### src/hw/rtl/calc_charset_to_ascii_escaper_unit_macros.svh
// Assertion macros shared by the escaper unit.
`ifndef CALC_CHARSET_TO_ASCII_ESCAPER_UNIT_MACROS_SVH
`define CALC_CHARSET_TO_ASCII_ESCAPER_UNIT_MACROS_SVH

`ifndef ASSERT_OFF
// Check a property on every edge outside reset.
`define CCE_ASSERT(lbl, clk, rst, prop, msg) \
   lbl: assert property (@(posedge clk) disable iff (rst) prop) else $error(msg);
// Check a property on every edge, reset included.
`define CCE_ASSERT_ALWAYS(lbl, clk, prop, msg) \
   lbl: assert property (@(posedge clk) prop) else $error(msg);
`else
`define CCE_ASSERT(lbl, clk, rst, prop, msg)
`define CCE_ASSERT_ALWAYS(lbl, clk, prop, msg)
`endif

`endif

### src/hw/rtl/cce_pkg.sv
package cce_pkg;

   localparam int CCE_QUEUE_DEPTH = 4;
   localparam int CCE_MAX_RUN     = 7;

   localparam logic [7:0] CCE_FOLD_FROM = 8'd130;
   localparam logic [7:0] CCE_LF_CODE   = 8'd138;
   localparam logic [7:0] CCE_LOW_MASK  = 8'd127;

   // Escape text, first byte in the top slot.
   typedef logic [CCE_MAX_RUN-1:0][7:0] cce_text_type;

   typedef struct packed {
      logic [2:0]   len;
      cce_text_type text;
      logic         eot;
   } cce_entry_type;

   function automatic cce_entry_type cce_mk(input logic [2:0] len, input cce_text_type text,
                                            input logic eot);
      cce_entry_type e;
      e.len  = len;
      e.text = text;
      e.eot  = eot;
      return e;
   endfunction

   // Fold the code and look up its escape run.
   function automatic cce_entry_type cce_classify(input logic [7:0] raw, input logic eot);
      logic [7:0]    code;
      cce_entry_type e;
      code = raw;
      if (raw >= CCE_FOLD_FROM && raw != CCE_LF_CODE) begin
         code = raw & CCE_LOW_MASK;
      end
      case (code)
         8'd0:   e = cce_mk(3'd1, {8'd247, 48'h0}, eot);
         8'd1:   e = cce_mk(3'd1, {8'd215, 48'h0}, eot);
         8'd2:   e = cce_mk(3'd5, {"\\sqrt", 16'h0}, eot);
         8'd3:   e = cce_mk(3'd4, {"\\int", 24'h0}, eot);
         8'd4:   e = cce_mk(3'd6, {"\\gray1", 8'h0}, eot);
         8'd5:   e = cce_mk(3'd6, {"\\Sigma", 8'h0}, eot);
         8'd6:   e = cce_mk(3'd1, {">", 48'h0}, eot);
         8'd7:   e = cce_mk(3'd3, {"\\pi", 32'h0}, eot);
         8'd8:   e = cce_mk(3'd1, {8'd191, 48'h0}, eot);
         8'd9:   e = cce_mk(3'd2, {"<=", 40'h0}, eot);
         8'd11:  e = cce_mk(3'd2, {">=", 40'h0}, eot);
         8'd12:  e = cce_mk(3'd2, {"!=", 40'h0}, eot);
         8'd13:  e = cce_mk(3'd2, {"\\r", 40'h0}, eot);
         8'd14:  e = cce_mk(3'd1, {"v", 48'h0}, eot);
         8'd15:  e = cce_mk(3'd2, {"->", 40'h0}, eot);
         8'd16:  e = cce_mk(3'd2, {"<-", 40'h0}, eot);
         8'd17:  e = cce_mk(3'd1, {8'd181, 48'h0}, eot);
         8'd18:  e = cce_mk(3'd1, {8'd163, 48'h0}, eot);
         8'd19:  e = cce_mk(3'd1, {8'd176, 48'h0}, eot);
         8'd20:  e = cce_mk(3'd1, {8'd197, 48'h0}, eot);
         8'd21:  e = cce_mk(3'd1, {8'd209, 48'h0}, eot);
         8'd22:  e = cce_mk(3'd1, {8'd196, 48'h0}, eot);
         8'd23:  e = cce_mk(3'd6, {"\\angle", 8'h0}, eot);
         8'd24:  e = cce_mk(3'd1, {"E", 48'h0}, eot);
         8'd25:  e = cce_mk(3'd1, {8'd198, 48'h0}, eot);
         8'd26:  e = cce_mk(3'd3, {"...", 32'h0}, eot);
         8'd27:  e = cce_mk(3'd4, {"\\esc", 24'h0}, eot);
         8'd28:  e = cce_mk(3'd1, {8'd214, 48'h0}, eot);
         8'd29:  e = cce_mk(3'd1, {8'd220, 48'h0}, eot);
         8'd30:  e = cce_mk(3'd6, {"\\gray2", 8'h0}, eot);
         8'd31:  e = cce_mk(3'd7, "\\bullet", eot);
         8'd92:  e = cce_mk(3'd2, {"\\\\", 40'h0}, eot);
         8'd127: e = cce_mk(3'd2, {"|-", 40'h0}, eot);
         8'd128: e = cce_mk(3'd1, {":", 48'h0}, eot);
         8'd129: e = cce_mk(3'd1, {"y", 48'h0}, eot);
         8'd138: e = cce_mk(3'd3, {"\\LF", 32'h0}, eot);
         default: e = cce_mk(3'd1, {code, 48'h0}, eot);
      endcase
      return e;
   endfunction

endpackage

### src/hw/rtl/cce_front.sv
module cce_front
   import cce_pkg::*;
(
   input  logic [7:0]    in_byte,
   input  logic          end_of_text,
   output cce_entry_type entry
);

   // Fold and look up in one pass; the queue registers the result.
   assign entry = cce_classify(in_byte, end_of_text);

endmodule

### src/hw/rtl/cce_queue.sv
`include "calc_charset_to_ascii_escaper_unit_macros.svh"
module cce_queue
   import cce_pkg::*;
#(
   parameter int DEPTH = CCE_QUEUE_DEPTH
)
(
   input  logic          clock,
   input  logic          reset,
   input  logic          push,
   input  cce_entry_type push_entry,
   output logic          full,
   input  logic          pop,
   output logic          head_valid,
   output cce_entry_type head_entry
);

   localparam int PTR_W = $clog2(DEPTH);
   localparam int CNT_W = $clog2(DEPTH + 1);
   localparam logic [PTR_W-1:0] LAST_PTR   = PTR_W'(DEPTH - 1);
   localparam logic [CNT_W-1:0] FULL_COUNT = CNT_W'(DEPTH);

   cce_entry_type    slot_ff [DEPTH];
   logic [PTR_W-1:0] wr_ptr_ff, wr_ptr_in;
   logic [PTR_W-1:0] rd_ptr_ff, rd_ptr_in;
   logic [CNT_W-1:0] count_ff, count_in;

   assign full       = (count_ff == FULL_COUNT);
   assign head_valid = (count_ff != '0);
   assign head_entry = slot_ff[rd_ptr_ff];

   always_comb begin
      wr_ptr_in = wr_ptr_ff;
      rd_ptr_in = rd_ptr_ff;
      count_in  = count_ff;
      if (push) begin
         wr_ptr_in = (wr_ptr_ff == LAST_PTR) ? '0 : wr_ptr_ff + 1'b1;
      end
      if (pop) begin
         rd_ptr_in = (rd_ptr_ff == LAST_PTR) ? '0 : rd_ptr_ff + 1'b1;
      end
      if (push && !pop) begin
         count_in = count_ff + 1'b1;
      end else if (pop && !push) begin
         count_in = count_ff - 1'b1;
      end
   end

   always_ff @(posedge clock) begin
      if (reset) begin
         wr_ptr_ff <= '0;
         rd_ptr_ff <= '0;
         count_ff  <= '0;
      end else begin
         wr_ptr_ff <= wr_ptr_in;
         rd_ptr_ff <= rd_ptr_in;
         count_ff  <= count_in;
      end
   end

   always_ff @(posedge clock) begin
      if (push) begin
         slot_ff[wr_ptr_ff] <= push_entry;
      end
   end

   `CCE_ASSERT(a_no_overflow, clock, reset, push |-> !full, "push into a full queue")
   `CCE_ASSERT(a_no_underflow, clock, reset, pop |-> head_valid, "pop from an empty queue")
   `CCE_ASSERT(a_count_range, clock, reset, count_ff <= FULL_COUNT, "queue count out of range")
   `CCE_ASSERT(a_ptr_gap, clock, reset,
      (count_ff == '0 || count_ff == FULL_COUNT) |-> (wr_ptr_ff == rd_ptr_ff),
      "queue pointers disagree with count")

endmodule

### src/hw/rtl/cce_back.sv
`include "calc_charset_to_ascii_escaper_unit_macros.svh"
module cce_back
   import cce_pkg::*;
(
   input  logic          clock,
   input  logic          reset,
   input  logic          head_valid,
   input  cce_entry_type head_entry,
   output logic          head_pop,
   output logic          out_empty,
   input  logic          out_pop,
   output logic [7:0]    out_byte,
   output logic          run_last,
   output logic          text_done
);

   localparam logic [2:0] TOP_SLOT = 3'(CCE_MAX_RUN - 1);

   logic [2:0] idx_ff, idx_in;
   logic       valid_ff, valid_in;
   logic [7:0] byte_ff;
   logic       last_ff;
   logic       done_ff;
   logic       load;
   logic       emit;
   logic       cur_last;

   // Refill the output register when it is empty or being drained.
   assign load     = !valid_ff || out_pop;
   assign emit     = head_valid && load;
   assign cur_last = (idx_ff == head_entry.len - 3'd1);
   assign head_pop = emit && cur_last;

   always_comb begin
      idx_in   = idx_ff;
      valid_in = valid_ff && !out_pop;
      if (emit) begin
         idx_in   = cur_last ? 3'd0 : idx_ff + 3'd1;
         valid_in = 1'b1;
      end
   end

   always_ff @(posedge clock) begin
      if (reset) begin
         idx_ff   <= 3'd0;
         valid_ff <= 1'b0;
      end else begin
         idx_ff   <= idx_in;
         valid_ff <= valid_in;
      end
   end

   always_ff @(posedge clock) begin
      if (emit) begin
         byte_ff <= head_entry.text[TOP_SLOT - idx_ff];
         last_ff <= cur_last;
         done_ff <= cur_last && head_entry.eot;
      end
   end

   assign out_empty = !valid_ff;
   assign out_byte  = byte_ff;
   assign run_last  = last_ff;
   assign text_done = done_ff;

   `CCE_ASSERT(a_idx_in_run, clock, reset, head_valid |-> (idx_ff < head_entry.len),
      "byte index beyond run length")
   `CCE_ASSERT(a_mid_run_held, clock, reset, (idx_ff != 3'd0) |-> head_valid,
      "run abandoned part way")
   `CCE_ASSERT(a_done_on_last, clock, reset, (valid_ff && done_ff) |-> last_ff,
      "text end flagged off a run end")
   `CCE_ASSERT_ALWAYS(a_reset_idle, clock, reset |=> (out_empty && idx_ff == 3'd0),
      "back end not idle after reset")

endmodule

### src/hw/rtl/calc_charset_to_ascii_escaper_unit.sv
// Channel   Ports                                         Handshake
// --------  --------------------------------------------  ---------------------------
// request   req_in_byte, req_end_of_text                  req_push & !req_full
// response  rsp_out_byte, rsp_run_last, rsp_text_done     rsp_pop & !rsp_empty
//
// Each item gives one to seven response bytes, one per cycle while rsp_pop keeps draining the output.
// The back end's byte counter keeps a run in its queue slot until the run's last byte is emitted.
// A pushed request's first byte passes through the queue write and then the output register.
// Synchronous active-high reset empties the queue and the output register; no clearing pass.
// req_full rises only when the entry queue is full; rsp_pop low stalls the back end alone.
module calc_charset_to_ascii_escaper_unit
   import cce_pkg::*;
#(
   parameter int QUEUE_DEPTH = CCE_QUEUE_DEPTH
)
(
   input  logic       clock,
   input  logic       reset,
   input  logic       req_push,
   output logic       req_full,
   input  logic [7:0] req_in_byte,
   input  logic       req_end_of_text,
   output logic       rsp_empty,
   input  logic       rsp_pop,
   output logic [7:0] rsp_out_byte,
   output logic       rsp_run_last,
   output logic       rsp_text_done
);

   cce_entry_type front_entry;
   cce_entry_type head_entry;
   logic          q_push;
   logic          q_full;
   logic          head_valid;
   logic          head_pop;

   // Classify the incoming code into a length and an escape text.
   cce_front u_front (
      .in_byte     (req_in_byte),
      .end_of_text (req_end_of_text),
      .entry       (front_entry)
   );

   // Take the item only when the queue has room.
   assign q_push   = req_push && !q_full;
   assign req_full = q_full;

   // Hold classified items between front and back.
   cce_queue #(
      .DEPTH (QUEUE_DEPTH)
   ) u_queue (
      .clock      (clock),
      .reset      (reset),
      .push       (q_push),
      .push_entry (front_entry),
      .full       (q_full),
      .pop        (head_pop),
      .head_valid (head_valid),
      .head_entry (head_entry)
   );

   // Advance through each run a byte at a time into the output register.
   cce_back u_back (
      .clock      (clock),
      .reset      (reset),
      .head_valid (head_valid),
      .head_entry (head_entry),
      .head_pop   (head_pop),
      .out_empty  (rsp_empty),
      .out_pop    (rsp_pop),
      .out_byte   (rsp_out_byte),
      .run_last   (rsp_run_last),
      .text_done  (rsp_text_done)
   );

endmodule
### config.mk
export PLATFORM = sky130hd
export DESIGN_NAME = calc_charset_to_ascii_escaper_unit
export DESIGN_NICKNAME = d
export VERILOG_FILES = /design/src/hw/rtl/cce_pkg.sv /design/src/hw/rtl/cce_front.sv /design/src/hw/rtl/cce_queue.sv /design/src/hw/rtl/cce_back.sv /design/src/hw/rtl/calc_charset_to_ascii_escaper_unit.sv
export VERILOG_INCLUDE_DIRS = /design/src /design/src/hw/rtl
export SDC_FILE = /design/constraint.sdc
export NUM_CORES = 1
export LEC_CHECK = 0
export BUFFER_PORTS_ARGS = -buffer_cell sky130_fd_sc_hd__buf_4
export CORE_ASPECT_RATIO = 0.9
export CORE_UTILIZATION = 30
export DETAILED_ROUTE_END_ITERATION = 6
export PLACE_DENSITY_LB_ADDON = 0.05
export SYNTH_ARGS = -nofsm -noshare
export SYNTH_HDL_FRONTEND = slang
export SYNTH_SLANG_ARGS = --single-unit
export TNS_END_PERCENT = 30
### constraint.sdc
create_clock -name clock -period 3.4 [get_ports clock]
set_clock_uncertainty 0.2 [all_clocks]
set_input_delay 0.51 -clock clock [delete_from_list [all_inputs] [get_ports clock]]
set_output_delay 0.51 -clock clock [all_outputs]
set_load 0.005 [all_outputs]
==> metrics.cfg <==
[sta]
fmax_mhz=319.3
setup_ws_ns=0.2679
rsz0062_at_grt=false
setup_viol=0
finalCritPeriodShare_pct=92.12
tightest_slew_ns=0.7729
slew_headroom_pct=48.16
slew_viol_final=0
setup-tns-final_ns=0
period_needed_ns=3.132
hold_violations=0

[clock_network]
cts_root_buffer=clkbuf_16
cts_tree=done
clock_latency_ns=0.43
cts_setup_buffers=0
cts_max_path_buffers=2
hold_buffers=0
path_clk_slew_ns=0.08
numCtsBuffers=17
htree_num_levels=4
cts_resized=0
cts_sinks=187

[worst_setup_path]
cp.required_ns=3.57
ff2ff_setup_slack_ns=0.27
worst_ep_arrival_time_ns=3.30
crit_type=reg2reg
endpoint=u_queue.count_ff[2]$_SDFFE_PP0P_
crit_fanout=5
reg2reg_to=u_queue.count_ff[2]$_SDFFE_PP0P_
start_kind=register
crit_path_end_kind=register
r2r_cells=12

[floorplanning]
core_area_mm2=0.02886
die-area_mm2=0.02998
row_count=59
die_w_um=182.4
dieHeight_um=164.4
io_pins=25
initial_utilization_pct=30.45

[placement]
finalWeightedCongestion=0.8438
place_hpwl_um=15010
pre_cts_slack_ns=0.2490
numPortBuffers=24

[final_layout]
num-nets-final=672
drive_gt1_share_pct=21.57
final_cell_mix=edfxtp_1 (174), nor2_1 (60), buf_4 (49)
antenna_cells=0
area_growth_pct=14.96
final_common_cell=edfxtp_1

[global_route]
grt_pass1_wl_um=35150
grt_pass1_vias=5591
grt_max_degree=48
antenna_found_initial=0
grt_use_total_pct=16.15
gr-total-overflow=0

[synth]
ys_types=60
yosysSeqAreaShare_pct=62.41
yosysWarningCount=0
synth_nets=650
ys_seq_elements=187
synth_ff_type=edfxtp_1
avgSynthCellArea_um2=13.99
syn_inst=628
syn_area_mm2=0.008788
async_reset_ff_share_pct=0
synth_edf_count=174

[run]
drv_cap=0

[drt]
drtIter0Drc=443
first_pass_iters=7
wl_um=23170
drc_errors=0
antenna_left=0
via_count=5486
wl_per_cell_um=21.87
viasPerCell=5.180

[run_status]
status=finished, final reports clean

[pwr]
irDropWorstVdd_uv=398.2
leakage_nw=3.328
p_per_area_mw_per_mm2=676.6

[min_path]
hold_path.class=in2reg

cell usage after synthesis (9+ instances only):
cell type,number,area share [%]
edfxtp_1,174,59
nor2_1,60,2.6
mux4_2,43,11
o21ai_0,37,2.1
nand2_1,31,1.3
a21oi_1,24,1.4
clkbuf_1,23,0.98
buf_2,17,0.97
dfxtp_1,13,3.0
inv_1,13,0.56
mux2i_1,13,1.5
nand2b_1,13,0.93
nand3_1,13,0.74
a31oi_1,9,0.64
power breakdown:
group / switching, mW / internal, mW / total, mW
combinational: 1.04 / 0.832 / 1.87
sequential: 0.109 / 2.88 / 2.99
clock: 0.976 / 0.994 / 1.97
final cells by class:
cell class,instances,area (um^2)
multi-input cells,377,3035
clock buffers,17,425.4
repair buffers,52,427.9
flip-flops and latches,187,5488
clock inverters,15,175.2
well taps,396,495.5
fillers,2777,18760
inverters,15,56.30
how the worst min path moves through the flow:
| stage | start | end | slack (ns) | depth (start not counted) |
|---|---|---|---|---|
| 2_1_floorplan | u_back.valid_ff$_SDFF_PP0_ | u_back.valid_ff$_SDFF_PP0_ | 0.25 | 2 |
| 3_3_place_gp | u_back.valid_ff$_SDFF_PP0_ | u_back.valid_ff$_SDFF_PP0_ | 0.26 | 2 |
| 3_5_place_dp | u_back.valid_ff$_SDFF_PP0_ | u_back.valid_ff$_SDFF_PP0_ | 0.27 | 2 |
| 4_1_cts | req_end_of_text | u_queue.slot_ff[0][0]$_DFFE_PP_ | 0.07 | 1 |
| 5_1_grt | req_end_of_text | u_queue.slot_ff[0][0]$_DFFE_PP_ | 0.06 | 1 |
| 6_report | req_end_of_text | u_queue.slot_ff[0][0]$_DFFE_PP_ | 0.09 | 1 |
state kept, by name (all words and copies together) (netlist names), named ones only:
name / flops
u_back.idx_ff: 3
u_back.out_byte: 8
u_back.run_last: 1
u_back.text_done: 1
u_back.valid_ff: 1
u_queue.count_ff: 3
u_queue.rd_ptr_ff: 2
u_queue.slot_ff: 164
u_queue.wr_ptr_ff: 2
layer usage:
layer	routed length, um	vias to the layer above	track usage (%)
li1	-	2501	-
met1	10960	2814	22.47
met2	10960	151	26.23
met3	944	20	2.448
met4	300	0	4.660
met5	0	-	0
critical path: stages (launching register included):
cell and delay (ns):
dfxtp_2 0.40, mux4_2 0.55, inv_1 0.08, ha_1 0.15
xor2_1 0.22, xnor2_2 0.10, nand4_2 0.15, ha_1 0.19
inv_1 0.06, fa_1 0.37, xor2_1 0.17, or3_1 0.30
a21oi_1 0.14
cell families after synthesis:
group	Yosys count	synth area share, %
flops	187	62.41
xor+xnor	9	0.9824
fa+ha+maj	9	1.367
compound gates	134	9.981
buf+inv	64	3.104
mux	61	13.14
simple gates	164	9.012
stage by stage:
stage,hold WS (ns),std cells,util (%),power [mW],instance area (um^2)
6_report,0.08734,1059,35.00,6.836,10100
5_1_grt,0.06393,1059,35.00,7.201,10100
3_5_place_dp,0.2697,1027,32.92,4.978,9503
3_3_place_gp,0.2550,1027,32.92,4.969,9503
4_1_cts,0.06604,1059,35.00,6.970,10100
2_1_floorplan,0.2455,628,-,4.311,8798
Power figures use the tool's default switching activity.
